**src/sv/ttid_pkg.sv**
```systemverilog
// Types and constants for the T2 time-tag interval decoder.
package ttid_pkg;

	localparam int TAG_W   = 28;
	localparam int TIME_W  = 63;
	localparam int IVAL_W  = 31;
	localparam int COUNT_W = 32;

	localparam logic [TIME_W-1:0] WRAP_STEP = 63'd210698240;

	localparam logic [3:0] SPECIAL_CHANNEL   = 4'hF;
	localparam logic [3:0] TOP_LEGAL_CHANNEL = 4'd4;
	localparam logic [3:0] CHAN_START        = 4'd0;
	localparam logic [3:0] CHAN_STOP         = 4'd1;

	localparam int QUEUE_DEPTH = 4;
	localparam int QPTR_W      = $clog2(QUEUE_DEPTH);
	localparam int QCNT_W      = $clog2(QUEUE_DEPTH + 1);

	typedef enum logic [2:0] {
		KIND_OVERFLOW = 3'd0,
		KIND_START    = 3'd1,
		KIND_INTERVAL = 3'd2,
		KIND_MARKER   = 3'd3,
		KIND_ILLEGAL  = 3'd4,
		KIND_IGNORED  = 3'd5
	} kind_t;

	typedef enum logic [2:0] {
		OP_OVERFLOW,
		OP_MARKER,
		OP_START,
		OP_STOP,
		OP_ILLEGAL,
		OP_IGNORED
	} op_t;

	typedef struct packed {
		op_t              op;
		logic [TAG_W-1:0] tag;
	} q_entry_t;

endpackage

```
**src/sv/ttid_front.sv**
```systemverilog
// Front end: decodes the record channel into an operation for the queue.
module ttid_front (
	input  logic                       in_valid,
	output logic                       in_ready,
	input  logic [31:0]                record_word,
	input  logic                       q_full,
	output logic                       q_push,
	output ttid_pkg::q_entry_t         q_push_entry
);

	logic [3:0]                  chan;
	logic [ttid_pkg::TAG_W-1:0]  tag;
	ttid_pkg::op_t               op;

	assign chan = record_word[31:28];
	assign tag  = record_word[ttid_pkg::TAG_W-1:0];

	always_comb begin
		if (chan == ttid_pkg::SPECIAL_CHANNEL) begin
			op = (tag[3:0] == 4'd0) ? ttid_pkg::OP_OVERFLOW : ttid_pkg::OP_MARKER;
		end else if (chan > ttid_pkg::TOP_LEGAL_CHANNEL) begin
			op = ttid_pkg::OP_ILLEGAL;
		end else if (chan == ttid_pkg::CHAN_START) begin
			op = ttid_pkg::OP_START;
		end else if (chan == ttid_pkg::CHAN_STOP) begin
			op = ttid_pkg::OP_STOP;
		end else begin
			op = ttid_pkg::OP_IGNORED;
		end
	end

	assign in_ready         = !q_full;
	assign q_push           = in_valid && !q_full;
	assign q_push_entry.op  = op;
	assign q_push_entry.tag = tag;

endmodule

```
**src/sv/ttid_queue.sv**
```systemverilog
// Short FIFO of decoded operations between the front and back ends.
module ttid_queue (
	input  logic                clk,
	input  logic                arst_n,
	input  logic                push,
	input  ttid_pkg::q_entry_t  push_entry,
	output logic                full,
	input  logic                pop,
	output logic                not_empty,
	output ttid_pkg::q_entry_t  head
);

	ttid_pkg::q_entry_t               mem_q [ttid_pkg::QUEUE_DEPTH];
	logic [ttid_pkg::QPTR_W-1:0]      wr_ptr_q;
	logic [ttid_pkg::QPTR_W-1:0]      rd_ptr_q;
	logic [ttid_pkg::QCNT_W-1:0]      count_q;

	assign full      = (count_q == ttid_pkg::QCNT_W'(ttid_pkg::QUEUE_DEPTH));
	assign not_empty = (count_q != '0);
	assign head      = mem_q[rd_ptr_q];

	always_ff @(posedge clk) begin
		if (push) begin
			mem_q[wr_ptr_q] <= push_entry;
		end
	end

	always_ff @(posedge clk or negedge arst_n) begin
		if (!arst_n) begin
			wr_ptr_q <= '0;
			rd_ptr_q <= '0;
			count_q  <= '0;
		end else begin
			if (push) begin
				wr_ptr_q <= wr_ptr_q + 1'b1;
			end
			if (pop) begin
				rd_ptr_q <= rd_ptr_q + 1'b1;
			end
			case ({push, pop})
				2'b10:   count_q <= count_q + 1'b1;
				2'b01:   count_q <= count_q - 1'b1;
				default: count_q <= count_q;
			endcase
		end
	end

endmodule

```
**src/sv/ttid_back.sv**
```systemverilog
// Back end: time unwrap stage, then interval/state update into the result register.
module ttid_back (
	input  logic                          clk,
	input  logic                          arst_n,
	input  logic                          q_not_empty,
	input  ttid_pkg::q_entry_t            q_head,
	output logic                          q_pop,
	output logic                          out_valid,
	input  logic                          out_ready,
	output logic [2:0]                    kind,
	output logic [ttid_pkg::IVAL_W-1:0]   interval,
	output logic [3:0]                    marker_bits,
	output logic [ttid_pkg::TIME_W-1:0]   event_time,
	output logic [ttid_pkg::COUNT_W-1:0]  stops_seen
);

	localparam int TW = ttid_pkg::TIME_W;

	// stage 1: unwrapped time; owns the overflow offset
	logic [TW-1:0]               offset_q;
	logic                        v_s1;
	ttid_pkg::op_t               op_s1;
	logic [ttid_pkg::TAG_W-1:0]  tag_s1;
	logic [TW-1:0]               now_s1;

	// stage 2 state
	logic [TW-1:0]                last_q;
	logic                         armed_q;
	logic [ttid_pkg::COUNT_W-1:0] count_q;
	logic                         out_valid_q;

	logic en1;
	logic en2;
	logic fire2;

	logic [TW:0]                  diff;
	logic [ttid_pkg::IVAL_W-1:0]  ival;
	ttid_pkg::kind_t              r_kind;
	logic [ttid_pkg::IVAL_W-1:0]  r_ival;
	logic [3:0]                   r_marks;
	logic [TW-1:0]                r_time;
	logic [ttid_pkg::COUNT_W-1:0] r_count;
	logic                         set_last;
	logic                         set_armed;
	logic                         clr_armed;

	assign en2   = !out_valid_q || out_ready;
	assign en1   = !v_s1 || en2;
	assign q_pop = q_not_empty && en1;
	assign fire2 = v_s1 && en2;

	always_ff @(posedge clk or negedge arst_n) begin
		if (!arst_n) begin
			v_s1     <= 1'b0;
			offset_q <= '0;
		end else begin
			if (en1) begin
				v_s1 <= q_not_empty;
			end
			if (q_pop && q_head.op == ttid_pkg::OP_OVERFLOW) begin
				offset_q <= offset_q + ttid_pkg::WRAP_STEP;
			end
		end
	end

	always_ff @(posedge clk) begin
		if (q_pop) begin
			op_s1  <= q_head.op;
			tag_s1 <= q_head.tag;
			now_s1 <= offset_q + {{(TW-ttid_pkg::TAG_W){1'b0}}, q_head.tag};
		end
	end

	// negative difference clamps to zero, anything past 31 bits to all ones
	always_comb begin
		diff = {1'b0, now_s1} - {1'b0, last_q};
		if (diff[TW]) begin
			ival = '0;
		end else if (|diff[TW-1:ttid_pkg::IVAL_W]) begin
			ival = '1;
		end else begin
			ival = diff[ttid_pkg::IVAL_W-1:0];
		end
	end

	always_comb begin
		r_kind    = ttid_pkg::KIND_IGNORED;
		r_ival    = '0;
		r_marks   = 4'd0;
		r_time    = '0;
		r_count   = count_q;
		set_last  = 1'b0;
		set_armed = 1'b0;
		clr_armed = 1'b0;
		unique case (op_s1)
			ttid_pkg::OP_OVERFLOW: begin
				r_kind = ttid_pkg::KIND_OVERFLOW;
			end
			ttid_pkg::OP_MARKER: begin
				r_kind   = ttid_pkg::KIND_MARKER;
				r_marks  = tag_s1[3:0];
				r_time   = now_s1;
				set_last = 1'b1;
			end
			ttid_pkg::OP_START: begin
				r_kind    = ttid_pkg::KIND_START;
				r_time    = now_s1;
				set_last  = 1'b1;
				set_armed = 1'b1;
			end
			ttid_pkg::OP_STOP: begin
				if (armed_q) begin
					r_kind    = ttid_pkg::KIND_INTERVAL;
					r_ival    = ival;
					r_time    = now_s1;
					r_count   = count_q + 1'b1;
					set_last  = 1'b1;
					clr_armed = 1'b1;
				end
			end
			ttid_pkg::OP_ILLEGAL: begin
				r_kind = ttid_pkg::KIND_ILLEGAL;
			end
			default: begin
				r_kind = ttid_pkg::KIND_IGNORED;
			end
		endcase
	end

	always_ff @(posedge clk or negedge arst_n) begin
		if (!arst_n) begin
			out_valid_q <= 1'b0;
			last_q      <= '0;
			armed_q     <= 1'b0;
			count_q     <= '0;
		end else begin
			if (en2) begin
				out_valid_q <= v_s1;
			end
			if (fire2) begin
				count_q <= r_count;
				if (set_last) begin
					last_q <= now_s1;
				end
				if (set_armed) begin
					armed_q <= 1'b1;
				end else if (clr_armed) begin
					armed_q <= 1'b0;
				end
			end
		end
	end

	always_ff @(posedge clk) begin
		if (fire2) begin
			kind        <= r_kind;
			interval    <= r_ival;
			marker_bits <= r_marks;
			event_time  <= r_time;
			stops_seen  <= r_count;
		end
	end

	assign out_valid = out_valid_q;

endmodule

```
**src/sv/t2_time_tag_interval_decoder.sv**
```systemverilog
// T2 time-tag interval decoder: top level.
// A record accepted into the operation queue passes the back end's stage-1 register, then its result register.
// Throughput: one record per cycle while the 4-entry operation queue is not full; the queue absorbs output stalls.
// The back end's stage-2 register of last time, arm flag and stop count closes the loop.
// Reset (arst_n low) clears offset, last time, arm flag, stop count and the queue.
module t2_time_tag_interval_decoder (
	input  logic                          clk,
	input  logic                          arst_n,
	input  logic                          in_valid,
	output logic                          in_ready,
	input  logic [31:0]                   record_word,
	output logic                          out_valid,
	input  logic                          out_ready,
	output logic [2:0]                    kind,
	output logic [ttid_pkg::IVAL_W-1:0]   interval,
	output logic [3:0]                    marker_bits,
	output logic [ttid_pkg::TIME_W-1:0]   event_time,
	output logic [ttid_pkg::COUNT_W-1:0]  stops_seen
);

	logic               q_full;
	logic               q_push;
	ttid_pkg::q_entry_t q_push_entry;
	logic               q_pop;
	logic               q_not_empty;
	ttid_pkg::q_entry_t q_head;

	ttid_front u_front (
		.in_valid     (in_valid),
		.in_ready     (in_ready),
		.record_word  (record_word),
		.q_full       (q_full),
		.q_push       (q_push),
		.q_push_entry (q_push_entry)
	);

	ttid_queue u_queue (
		.clk        (clk),
		.arst_n     (arst_n),
		.push       (q_push),
		.push_entry (q_push_entry),
		.full       (q_full),
		.pop        (q_pop),
		.not_empty  (q_not_empty),
		.head       (q_head)
	);

	ttid_back u_back (
		.clk         (clk),
		.arst_n      (arst_n),
		.q_not_empty (q_not_empty),
		.q_head      (q_head),
		.q_pop       (q_pop),
		.out_valid   (out_valid),
		.out_ready   (out_ready),
		.kind        (kind),
		.interval    (interval),
		.marker_bits (marker_bits),
		.event_time  (event_time),
		.stops_seen  (stops_seen)
	);

endmodule

```
**config.mk**
```make
export PLATFORM = sky130hd
export DESIGN_NAME = t2_time_tag_interval_decoder
export DESIGN_NICKNAME = d
export VERILOG_FILES = /design/src/sv/ttid_pkg.sv /design/src/sv/ttid_front.sv /design/src/sv/ttid_queue.sv /design/src/sv/ttid_back.sv /design/src/sv/t2_time_tag_interval_decoder.sv
export SDC_FILE = /design/constraint.sdc
export NUM_CORES = 1
export LEC_CHECK = 0
export BUFFER_PORTS_ARGS = -buffer_cell sky130_fd_sc_hd__buf_2
export CAP_MARGIN = 15
export CORE_AREA = 2 2 222 224
export CTS_CLUSTER_SIZE = 10
export DETAILED_ROUTE_END_ITERATION = 6
export DIE_AREA = 0 0 224 226
export PLACE_DENSITY = 0.77
export RECOVER_POWER = 100
export SYNTH_ARGS = -nofsm -noshare
export SYNTH_HDL_FRONTEND = slang
export SYNTH_SLANG_ARGS = --single-unit
```
**constraint.sdc**
```tcl
create_clock -name clk -period 17.7 [get_ports clk]
set_clock_uncertainty 0.15 [all_clocks]
set_input_delay 0 -clock clk [delete_from_list [all_inputs] [get_ports clk]]
set_output_delay 0 -clock clk [all_outputs]
set_load 0.01 [all_outputs]
```
==> qor_table.md, run 1 <==
| Metric | Reported | Unit |
| --- | --- | --- |
| Startpoint types | flop | - |
| Total Neg Setup Slack | 0 | ns |
| Number of antenna cells inserted | 0 | - |
| Via count of the first global-routing pass | 16614 | - |
| Failing checks | max-capacitance violations, max-slew violations | - |
| Part of the power in the clock network | 18.7 | % |
| Sum of routed wire length over all layers | 59300 | um |
| Average wire per standard cell | 19.95 | um |
| Final critical-path share of the clock period | 40.56 | % |
| Most used standard cells in the synthesized netlist | sky130_fd_sc_hd__edfxtp_1 (323), sky130_fd_sc_hd__nand2_1 (222), sky130_fd_sc_hd__dfrtp_1 (152), sky130_fd_sc_hd__nor2_1 (151), sky130_fd_sc_hd__o21ai_0 (133) | - |
| Area of the placeable core | 48340 | um^2 |
| I/O Buffers | 170 | - |
| Critical path, cell by cell | nand2b_1, nand2_1, clkbuf_1, clkinvlp_2, clkbuf_1, nand4_1, xnor2_1 | - |
| Clock tree from TritonCTS | yes | - |
| Final slew viol count | 718 | - |
| Area leader, netlist | sky130_fd_sc_hd__edfxtp_1 | - |
| Cells on Worst Hold Path | 2 | - |
| Slew at the pin closest to its max-slew limit | 4.329 | ns |
| Unrepaired setup endpoints after global routing | false | - |
| Syn-to-layout area delta | 14.36 | % |
| Number of levels in the clock H-tree | 2 | - |
| Peak clock frequency supported by timing | 139.3 | MHz |
| Die Outline Area | 50620 | um^2 |
| Post-Synthesis Net Count | 2206 | - |
| Cells after Synth | 2085 | - |
| Synthesized area | 23890 | um^2 |
| Slowest cell delay on critical path | 3.23 | ns |
| Initial DRC Count | 1282 | - |
| Compound-gate portion of the synthesized area | 10.39 | % |
| Post-CTS setup repair buffer count | 0 | - |
| Fraction of final layout cells with drive strength greater than 1 | 7.574 | % |
| Die Y-Extent | 226 | um |
| CP max-delay cell | sky130_fd_sc_hd__clkinvlp_2 | - |
| Fraction of registers with async set/reset | 32.00 | % |
| Internal portion of total power | 0.003131 | W |
| RR Startpoint | u_back.out_valid$_DFFE_PN0P_ | - |
| Clock buffers created by TritonCTS | 54 | - |
| PD cells | 202.0 | nW/um^2 |
| CTS Root Buffer Type | sky130_fd_sc_hd__clkbuf_16 | - |
| Arithmetic-cell share of the synthesized area counting full adders, half adders and majority gates | 4.545 | % |
| Worst Path Max Fanout | 91 | - |
| Bufs on Longest Clock Path | 3 | - |
| Final count of hold timing violations | 0 | - |
| Cell count after placement | 2805 | - |
| Area fraction in and, or, nand and nor cells after synthesis | 14.88 | % |
| Cell occurring most often along the worst timing path | sky130_fd_sc_hd__clkbuf_1 | - |
| Hold Crit Class | in -> reg | - |
| Worst IR Drop VDD | 0.0001001 | V |
| Most frequent cell after synthesis | sky130_fd_sc_hd__edfxtp_1 | - |
| WHS Endpoint | u_queue.mem_q[3][17]$_DFFE_PP_ | - |
| Setup slack after placement | 12.71 | ns |
| Area share of the largest cell type after synthesis | 40.59 | % |
| Post-detailed-placement half-perimeter wirelength | 41980 | um |
| Total number of placement rows | 81 | - |
| Number of warnings printed during yosys synthesis | 0 | - |
| Clock network latency to the later pin of the worst-skew pair | 0.64 | ns |
| Number of cells traversed by the worst register-to-register path | 7 | - |
| Number of standard cells in the final layout excluding fillers | 2972 | - |
| Comb power frac | 48.6 | % |
| Number of register bits inferred by synthesis | 475 | - |
| CTS sink cnt | 475 | - |
| Remaining Overflow, GRT | 0 | - |
| Fill cells | 3976 | - |
| Switching fraction of total power | 43.27 | % |
| Reported max-cap violation count | 13 | - |
| Number of vias after detailed routing | 17058 | - |
| Share of synthesized area spent on multiplexers | 3.315 | % |
| Maximum number of pins on one net before global-route repair | 126 | - |
| Sequential-to-total area share from yosys stat | 56.51 | % |
| Static leakage | 10.27 | nW |
| Post-synthesis xor/xnor area fraction | 7.258 | % |
| Final setup slack of the worst path | 10.52 | ns |
| RR Endpoint | u_back.count_q[7]$_DFFE_PN0P_ | - |
| HP Start | record_word[17] | - |
| Remaining antenna violation count after routing | 0 | - |
| Post-synth EDFFs | 323 | - |
| DRC Markers | 0 | - |
| Pre-Repair DR Iteration Count | 6 | - |
| Top-level port count | 171 | - |
| Routability congestion estimate from global placement | 0.9063 | - |
| Initial core utilization | 49.43 | % |
| Setup Crit Path Kind | reg -> reg | - |
| Overall Global Routing Usage | 23.39 | % |
| Critical path data arrival time | 7.56 | ns |
| Mean instance size in the synthesized netlist | 11.46 | um^2 |
| Number of buffers and inverters on the critical path | 3 | - |
| Synth area leaders | sky130_fd_sc_hd__edfxtp_1 (41%), sky130_fd_sc_hd__dfrtp_1 (16%), sky130_fd_sc_hd__xnor2_1 (4.5%), sky130_fd_sc_hd__ha_1 (4.3%), sky130_fd_sc_hd__nand2_1 (3.5%) | - |
| Flip-flop cell with the highest count after synthesis | sky130_fd_sc_hd__edfxtp_1 | - |
| Horiz. Die Dim | 224 | um |
| Minimum clock period after layout | 7.179 | ns |
| Reg-to-reg slack, setup | 10.52 | ns |
| Number of antenna violations at the first check in global routing | 0 | - |
| CTS-repair resized insts | 0 | - |
| Yosys cell types | 81 | - |
| Required time of the critical path | 18.08 | ns |
| Kind of cell adding the most delay to the critical path | buffers and inverters | - |
| First-pass GRT wire length | 92160 | um |
| Crit path capture type | flop | - |
| Sw Pwr | 0.002388 | W |
| Clock-pin slew of the registers on the worst-case setup and hold paths | 0.06 | ns |
| Largest family of logic cells by synthesized area | simple AND/OR/NAND/NOR gates | - |
| Final layout net count | 2426 | - |
| Number of failing setup endpoints in the final timing report | 0 | - |
| Via count normalized by instance count | 5.740 | - |
| Result of the run | finished with violations | - |
| Overall Power | 0.005519 | W |
| Worst slew margin relative to its limit | -188.6 | % |
| Sequential power share | 32.7 | % |
==> stage by stage <==
stage	util, %	instance area [um^2]	hold WS, ns
final	56.53	27330	0.07518
after CTS	57.08	27600	0.0001372
after global placement	52.39	25330	-0.2432
after detailed placement	52.39	25330	-0.2414
after floorplan	-	23890	-0.4456
after global routing	56.53	27330	0.08525
==> metal layers <==
layer	GRT usage [%]	share of wire [%]
met4	8.344	3.1
met3	3.188	5.4
met5	0	0
met1	32.75	45
met2	37.54	47
==> power by group through the flow <==
stage	clock network (W)	registers, W	logic, W
finish	0.00103	0.00180	0.00268
global route	0.00109	0.00183	0.00293
CTS	0.00105	0.00178	0.00266
detailed placement	0	0.00179	0.00262
global placement	0	0.00178	0.00260
floorplan	0	0.00179	0.00186
==> sequential cells by signal, summed over array words and instances (netlist names), 3 cells and up <==
signal / count
u_back.stops_seen: 32
u_queue.count_q: 3
u_back.marker_bits: 4
u_back.offset_q: 47
u_back.kind: 3
u_queue.mem_q: 124
u_back.now_s1: 63
u_back.op_s1: 3
u_back.interval: 31
u_back.event_time: 63
u_back.last_q: 63
u_back.count_q: 32
==> what timing repair did <==
action,in CTS,in global routing
hold buffers,63,1
endpoints found under the hold margin,294,3
endpoints found under the setup margin,0,0
==> worst max path at each step <==
stage                                          startpoint                               to  depth (start not counted)
after floorplan              u_back.out_valid$_DFFE_PN0P_  u_back.offset_q[51]$_DFFE_PN0P_                         12
after global placement    u_queue.rd_ptr_q[0]$_DFFE_PN0P_      u_back.now_s1[48]$_DFFE_PP_                         16
after detailed placement  u_queue.rd_ptr_q[0]$_DFFE_PN0P_      u_back.now_s1[62]$_DFFE_PP_                         16
after CTS                 u_queue.rd_ptr_q[0]$_DFFE_PN0P_      u_back.now_s1[62]$_DFFE_PP_                         16
after global routing         u_back.out_valid$_DFFE_PN0P_    u_back.count_q[7]$_DFFE_PN0P_                          7
final                        u_back.out_valid$_DFFE_PN0P_    u_back.count_q[7]$_DFFE_PN0P_                          7
==> cells in the final DEF, fill, tap and decap left out, types with 30 or more instances in the layout <==
cell | Yosys | layout
sky130_fd_sc_hd__nand4_1 | 42 | 42
sky130_fd_sc_hd__o21ai_0 | 133 | 132
sky130_fd_sc_hd__nor4_2 | 30 | 30
sky130_fd_sc_hd__nor3_1 | 39 | 38
sky130_fd_sc_hd__xnor2_1 | 124 | 124
sky130_fd_sc_hd__ha_1 | 82 | 82
sky130_fd_sc_hd__clkbuf_1 | 52 | 203
sky130_fd_sc_hd__inv_1 | 96 | 95
sky130_fd_sc_hd__edfxtp_1 | 323 | 323
sky130_fd_sc_hd__mux4_2 | 31 | 31
sky130_fd_sc_hd__and2_0 | 0 | 51
sky130_fd_sc_hd__nand3_1 | 54 | 54
sky130_fd_sc_hd__dfrtp_1 | 152 | 151
sky130_fd_sc_hd__nand2_1 | 222 | 222
sky130_fd_sc_hd__dlygate4sd3_1 | 0 | 63
sky130_fd_sc_hd__a21oi_1 | 129 | 129
sky130_fd_sc_hd__nor2_1 | 151 | 152
sky130_fd_sc_hd__xor2_1 | 74 | 73
sky130_fd_sc_hd__clkbuf_16 | 0 | 54
==> layout make-up <==
type                    count  area [um^2]  share of cell area [%]
inverters                  97        365.4                   1.337
multi-input cells        1428         9671                   35.39
flip-flops and latches    475        13500                   49.42
clock inverters             6        121.4                  0.4441
clock buffers              95         1505                   5.508
well taps                 622        778.2                   2.848
repair buffers            249         1381                   5.055
==> cell families (layout without fill, tap and decap cells) <==
logic type / Yosys count / count (layout)
buffers and inverters: 182 / 447
AOI/OAI and AO/OA: 407 / 407
muxes: 40 / 40
DFF: 475 / 475
adders and majority gates: 85 / 85
and+or+nand+nor: 698 / 698
xor gates and xnor gates: 198 / 198
No activity file was read; power rests on OpenSTA's default activity.
==> inputs of run 2 (changes only) <==
==> constraint.sdc (replaced) <==
create_clock -name clk -period 7.4 [get_ports clk]
set_clock_uncertainty 0.15 [all_clocks]
set_input_delay 0 -clock clk [delete_from_list [all_inputs] [get_ports clk]]
set_output_delay 0 -clock clk [all_outputs]
set_load 0.01 [all_outputs]
==> run 2 against run 1 <==
Against the previous run: the run still ends with max-capacitance violations, max-slew violations left; hold slack improved by 0.018 ns; largest power group unchanged; clock power grew to 2.5 times the previous value; global-route usage about the same; critical path type unchanged; maximum frequency rose by 26%; register-to-register slack worse by 8.8 ns; combinational power is 140% higher; count of clock-buffer cells in the layout is 1 higher; setup slack worse by 8.8 ns; die area unchanged.
==> qor_table.md, run 2 (synthesis results as in run 1) <==
| Metric | Reported | Unit |
| --- | --- | --- |
| Routability congestion estimate from global placement | 0.9050 | - |
| Critical path, cell by cell | clkbuf_1, mux4_2, nor4b_1, clkbuf_1, o311ai_1, inv_1, nand3_1, or2_0, clkinv_1, nand3_1, nor3_1, xor2_1 | - |
| Top-level port count | 171 | - |
| CTS Hold Bufs | 67 | - |
| Most common cell after layout, fill and taps aside | sky130_fd_sc_hd__edfxtp_1 | - |
| Unrepaired setup endpoints after global routing | false | - |
| Slowest cell delay on critical path | 1.22 | ns |
| Largest register FFs | 124 | - |
| Number of antenna violations at the first check in global routing | 2 | - |
| Total number of placement rows | 81 | - |
| Total stage count of the critical path | 12 | - |
| Syn-to-layout area delta | 14.97 | % |
| Required time of the critical path | 7.78 | ns |
| Dpl cell area | 25330 | um^2 |
| Final critical-path share of the clock period | 76.76 | % |
| Peak clock frequency supported by timing | 176.1 | MHz |
| Final count of hold timing violations | 0 | - |
| PD cells | 484.3 | nW/um^2 |
| Clock tree from TritonCTS | yes | - |
| Remaining antenna violation count after routing | 0 | - |
| Bufs on Longest Clock Path | 3 | - |
| Minimum clock period after layout | 5.680 | ns |
| Die Outline Area | 50620 | um^2 |
| Number of vias after detailed routing | 16939 | - |
| Remaining Overflow, GRT | 0 | - |
| Core occupancy in the finished layout | 56.83 | % |
| Fraction of final layout cells with drive strength greater than 1 | 8.058 | % |
| Worst IR Drop VDD | 0.0002745 | V |
| Hold Crit Class | in -> reg | - |
| Final design instance area without fill | 27470 | um^2 |
| Sum of routed wire length over all layers | 59620 | um |
| Initial DRC Count | 1419 | - |
| Area of the placeable core | 48340 | um^2 |
| Slew at the pin closest to its max-slew limit | 4.516 | ns |
| Critical Path Sink | u_back.offset_q[51]$_DFFE_PN0P_ | - |
| Critical path data arrival time | 6.06 | ns |
| RR Startpoint | u_queue.rd_ptr_q[0]$_DFFE_PN0P_ | - |
| Initial core utilization | 49.43 | % |
| Crit path capture type | flop | - |
| Average wire per standard cell | 19.99 | um |
| Number of levels in the clock H-tree | 2 | - |
| Via count normalized by instance count | 5.680 | - |
| CTS Root Buffer Type | sky130_fd_sc_hd__clkbuf_16 | - |
| Number of cells traversed by the worst register-to-register path | 12 | - |
| Post-detailed-placement half-perimeter wirelength | 42140 | um |
| First-pass GRT wire length | 92120 | um |
| Number of failing setup endpoints in the final timing report | 0 | - |
| I/O Buffers | 170 | - |
| Via count of the first global-routing pass | 16486 | - |
| CTS-repair resized insts | 0 | - |
| Register ranked first by flip-flop count | u_queue.mem_q | - |
| Die Y-Extent | 226 | um |
| Static leakage | 10.36 | nW |
| Total Neg Setup Slack | 0 | ns |
| Final slew viol count | 610 | - |
| Clock buffers created by TritonCTS | 56 | - |
| Worst slew margin relative to its limit | -201.1 | % |
| Clock-pin slew of the registers on the worst-case setup and hold paths | 0.06 | ns |
| Maximum number of pins on one net before global-route repair | 126 | - |
| Startpoint types | flop | - |
| Number of standard cells in the final layout excluding fillers | 2982 | - |
| Pre-Repair DR Iteration Count | 5 | - |
| CP max-delay cell | sky130_fd_sc_hd__clkbuf_1 | - |
| Commonest cells after routing, fill and taps aside | sky130_fd_sc_hd__edfxtp_1 (323), sky130_fd_sc_hd__nand2_1 (222), sky130_fd_sc_hd__clkbuf_1 (193) | - |
| Horiz. Die Dim | 224 | um |
| Failing checks | max-capacitance violations, max-slew violations | - |
| Critical Path Start | u_queue.rd_ptr_q[0]$_DFFE_PN0P_ | - |
| Worst Path Max Fanout | 19 | - |
| Number of buffers and inverters on the critical path | 4 | - |
| Post-CTS setup repair buffer count | 0 | - |
| Overall Global Routing Usage | 23.38 | % |
| Cell count after placement | 2805 | - |
| Setup Crit Path Kind | reg -> reg | - |
| Final layout net count | 2431 | - |
| Result of the run | finished with violations | - |
| Reported max-cap violation count | 12 | - |
| Kind of cell adding the most delay to the critical path | buffers and inverters | - |
| Reg-to-reg slack, setup | 1.72 | ns |
| Clock network latency to the later pin of the worst-skew pair | 0.64 | ns |
| CTS sink cnt | 475 | - |
| DRC Markers | 0 | - |
| RR Endpoint | u_back.offset_q[51]$_DFFE_PN0P_ | - |
==> run 2: worst register-to-register path: stages (launching register included) <==
cell                       delay, ns
sky130_fd_sc_hd__dfrtp_1        0.92
sky130_fd_sc_hd__clkbuf_1       1.22
sky130_fd_sc_hd__mux4_2         0.72
sky130_fd_sc_hd__nor4b_1        0.35
sky130_fd_sc_hd__clkbuf_1       0.60
sky130_fd_sc_hd__o311ai_1       0.29
sky130_fd_sc_hd__inv_1          0.10
sky130_fd_sc_hd__nand3_1        0.11
sky130_fd_sc_hd__or2_0          0.40
sky130_fd_sc_hd__clkinv_1       0.12
sky130_fd_sc_hd__nand3_1        0.19
sky130_fd_sc_hd__nor3_1         0.23
sky130_fd_sc_hd__xor2_1         0.17
==> run 2: final cells by class <==
class	instances	area, um^2
Antenna cell	2	5.005
Clock buffer	96	1562
Clock inverter	10	165.2
Fill cell	3936	20870
Inverter	97	369.1
Multi-Input combinational cell	1428	9666
Sequential cell	475	13500
Tap cell	622	778.2
Timing Repair Buffer	252	1424
==> run 2: power breakdown <==
part	internal (W)	switching, W
combinational	0.00220	0.00419
sequential	0.00386	0.000472
clock	0.00150	0.00108
==> run 2: stage by stage <==
| step | setup slack [ns] | hold WS (ns) | total power [W] |
|---|---|---|---|
| floorplan | 1.181 | -0.4456 | 0.008731 |
| global placement | 2.722 | -0.2147 | 0.01048 |
| detailed placement | 2.609 | -0.2070 | 0.01058 |
| CTS | 2.546 | 0.06301 | 0.01327 |
| global route | 1.092 | 0.1111 | 0.01411 |
| finish | 1.720 | 0.09317 | 0.01330 |
==> run 2: worst min-delay path by stage <==
stage / endpoint / depth (start not counted) / start
floorplan: u_back.armed_q$_DFFE_PN0P_ / 0 / arst_n
global placement: u_back.last_q[57]$_DFFE_PN0P_ / 1 / arst_n
detailed placement: u_back.last_q[58]$_DFFE_PN0P_ / 1 / arst_n
CTS: u_back.out_valid$_DFFE_PN0P_ / 4 / out_ready
global route: u_back.v_s1$_DFFE_PN0N_ / 5 / out_ready
finish: u_back.v_s1$_DFFE_PN0N_ / 5 / out_ready
==> run 2: metal layers <==
layer  track usage (%)  wire [um]  vias to the layer above
met3             3.773       3481                      105
met1             32.34      26330                     8300
met2             37.47      28090                      561
met4             8.559       1712                        0
met5                 0          0                        -
li1                  -          -                     7973
==> inputs of run 3 (changes only) <==
--- a/config.mk
+++ b/config.mk
@@ -11,7 +11,7 @@
 export CTS_CLUSTER_SIZE = 10
 export DETAILED_ROUTE_END_ITERATION = 6
 export DIE_AREA = 0 0 224 226
-export PLACE_DENSITY = 0.77
+export PLACE_DENSITY = 0.79
 export RECOVER_POWER = 100
 export SYNTH_ARGS = -nofsm -noshare
 export SYNTH_HDL_FRONTEND = slang
==> constraint.sdc (replaced) <==
create_clock -name clk -period 4.9 [get_ports clk]
set_clock_uncertainty 0.15 [all_clocks]
set_input_delay 0 -clock clk [delete_from_list [all_inputs] [get_ports clk]]
set_output_delay 0 -clock clk [all_outputs]
set_load 0.01 [all_outputs]
==> run 3 against run 2 <==
Against the previous run: the run ends with design-rule violations, max-capacitance violations, max-slew violations left; count of clock-buffer cells in the layout decreased by 4; first-iteration DRC count grew 8.3%; design area increased by 0.54%; sequential power rose by 51%; hold slack better by 0.069 ns; total power up 52%; register-to-register slack lost 1.5 ns; combinational power is 53% higher; sequential share of layout area shrank 0.26 points; maximum frequency up 22%; critical endpoint unchanged.
==> qor_table.md, run 3 (synthesis results as in run 1) <==
| Metric | Reported | Unit |
| --- | --- | --- |
| Result of the run | finished with violations | - |
| Failing checks | design-rule violations, max-capacitance violations, max-slew violations | - |
| Fill cells | 3921 | - |
| Clock buffers created by TritonCTS | 56 | - |
| Final design instance area without fill | 27620 | um^2 |
| Top-level port count | 171 | - |
| Critical path data arrival time | 5.05 | ns |
| Initial DRC Count | 1537 | - |
| Number of failing setup endpoints in the final timing report | 0 | - |
| Post-detailed-placement half-perimeter wirelength | 42630 | um |
| Commonest cells after routing, fill and taps aside | sky130_fd_sc_hd__edfxtp_1 (323), sky130_fd_sc_hd__nand2_1 (222), sky130_fd_sc_hd__clkbuf_1 (190) | - |
| Overall Global Routing Usage | 23.76 | % |
| Fraction of final layout cells with drive strength greater than 1 | 8.980 | % |
| Largest register FFs | 124 | - |
| Area of the placeable core | 48340 | um^2 |
| Syn-to-layout area delta | 15.59 | % |
| Number of levels in the clock H-tree | 2 | - |
| Number of buffers and inverters on the critical path | 4 | - |
| Die Outline Area | 50620 | um^2 |
| Setup Crit Path Kind | reg -> reg | - |
| Remaining antenna violation count after routing | 0 | - |
| Final slew viol count | 599 | - |
| Static leakage | 10.45 | nW |
| Core occupancy in the finished layout | 57.13 | % |
| Hold Crit Class | in -> reg | - |
| Total number of placement rows | 81 | - |
| Area used by multi-input combinational logic | 9698 | um^2 |
| Pre-Repair DR Iteration Count | 7 | - |
| PD cells | 730.9 | nW/um^2 |
| Peak clock frequency supported by timing | 215.2 | MHz |
| Final setup slack of the worst path | 0.2542 | ns |
| Startpoint types | flop | - |
| Critical path, cell by cell | buf_4, mux4_2, nor4b_1, buf_4, o311ai_1, inv_1, nand3_1, or2_0, clkinv_1, nand3_1, nor3_1, xor2_1 | - |
| Sum of routed wire length over all layers | 60310 | um |
| Worst Path Max Fanout | 18 | - |
| Number of standard cells in the final layout excluding fillers | 2995 | - |
| Final count of hold timing violations | 0 | - |
| Average wire per standard cell | 20.14 | um |
| Final layout net count | 2448 | - |
| Clock network latency to the later pin of the worst-skew pair | 0.65 | ns |
| Register ranked first by flip-flop count | u_queue.mem_q | - |
| CTS Root Buffer Type | sky130_fd_sc_hd__clkbuf_16 | - |
| Setup slack after placement | 0.4434 | ns |
| Worst IR Drop VDD | 0.0003839 | V |
| Cell count after placement | 2823 | - |
| Kind of cell adding the most delay to the critical path | simple AND/OR/NAND/NOR gates | - |
| Slowest cell delay on critical path | 0.73 | ns |
| Crit path capture type | flop | - |
| Die Y-Extent | 226 | um |
| Remaining Overflow, GRT | 0 | - |
| Via count of the first global-routing pass | 17132 | - |
| Routability congestion estimate from global placement | 0.9407 | - |
| Slew at the pin closest to its max-slew limit | 2.993 | ns |
| CP max-delay cell | sky130_fd_sc_hd__nor4b_1 | - |
| Maximum number of pins on one net before global-route repair | 126 | - |
| Number of antenna violations at the first check in global routing | 1 | - |
| Final critical-path share of the clock period | 94.81 | % |
| Number of vias after detailed routing | 17135 | - |
| Post-CTS setup repair buffer count | 0 | - |
| Required time of the critical path | 5.30 | ns |
| Initial core utilization | 49.43 | % |
| CTS sink cnt | 475 | - |
| Dpl cell area | 25470 | um^2 |
| Worst slew margin relative to its limit | -99.56 | % |
| Total area of sequential cells | 13500 | um^2 |
| Clock-pin slew of the registers on the worst-case setup and hold paths | 0.05 | ns |
| Bufs on Longest Clock Path | 3 | - |
| Overall Power | 0.02019 | W |
| Reported max-cap violation count | 11 | - |
| Horiz. Die Dim | 224 | um |
| First-pass GRT wire length | 93610 | um |
| I/O Buffers | 170 | - |
| Via count normalized by instance count | 5.721 | - |
| Minimum clock period after layout | 4.646 | ns |
| DRC Markers | 5 | - |
| Clock tree from TritonCTS | yes | - |
| Most common cell after layout, fill and taps aside | sky130_fd_sc_hd__edfxtp_1 | - |
-- run 3: cell types whose count changed in the layout (fill, tap and decap cells not counted), moves of 2 or more --
cell / delta
sky130_fd_sc_hd__buf_4: +13
sky130_fd_sc_hd__clkbuf_1: -3
sky130_fd_sc_hd__clkbuf_2: +2
sky130_fd_sc_hd__clkinv_2: +2
-- run 3: where the power goes --
part / switching, W / internal (W)
combinational: 0.00642 / 0.00334
sequential: 0.000731 / 0.00581
clock: 0.00162 / 0.00227
-- run 3: routing by layer --
layer	up-vias	GRT usage, %	wire (um)
li1	8006	-	-
met1	8383	32.11	26240
met2	615	38.55	28050
met3	131	4.098	3975
met4	0	9.118	2050
met5	-	0	0
-- run 3: layout make-up --
| class | count | share of cell area [%] |
|---|---|---|
| multi-input cells | 1428 | 35.11 |
| repair buffers | 269 | 5.568 |
| inverters | 97 | 1.332 |
| diodes | 1 | 0.009060 |
| clock inverters | 11 | 0.6659 |
| flip-flops and latches | 475 | 48.89 |
| well taps | 622 | 2.818 |
| clock buffers | 92 | 5.599 |
-- run 3: path summary, 6_finish.rpt --
path | startpoint | endpoint | slack (ns) | cells past startpoint
max | u_queue.rd_ptr_q[0]$_DFFE_PN0P_ | u_back.offset_q[51]$_DFFE_PN0P_ | 0.25 | 12
min | out_ready | u_back.v_s1$_DFFE_PN0N_ | 0.16 | 5
max reg2reg | u_queue.rd_ptr_q[0]$_DFFE_PN0P_ | u_back.offset_q[51]$_DFFE_PN0P_ | 0.25 | 12
min reg2reg | u_back.offset_q[62]$_DFFE_PN0P_ | u_back.offset_q[62]$_DFFE_PN0P_ | 0.34 | 1
max in group asynchronous | arst_n | u_back.count_q[7]$_DFFE_PN0P_ | 1.11 | 4
min in group asynchronous | arst_n | u_back.offset_q[25]$_DFFE_PN0P_ | 1.61 | 4
-- run 3: timing repair --
item,CTS,global route
hold buffers,66,0
hold endpoints to repair,403,0
gates resized for setup,0,0
-- run 3: per-stage QoR --
| stage | hold WS (ns) | setup TNS (ns) |
|---|---|---|
| 5_1_grt | 0.1923 | -0.05739 |
| 3_5_place_dp | -0.1484 | 0 |
| 4_1_cts | 0.1120 | 0 |
| 2_1_floorplan | -0.4456 | 0 |
| 3_3_place_gp | -0.1546 | 0 |
| 6_report | 0.1626 | 0 |
-- run 3: worst reg2reg max path, delay by kind of cell (launching register included) --
| kind | cells | cell delay (ns) |
|---|---|---|
| buffers and inverters | 4 | 1.03 |
| AOI/OAI and AO/OA | 1 | 0.19 |
| and+or+nand+nor | 5 | 1.73 |
| muxes | 1 | 0.62 |
| DFF | 1 | 0.68 |
| xor gates and xnor gates | 1 | 0.16 |
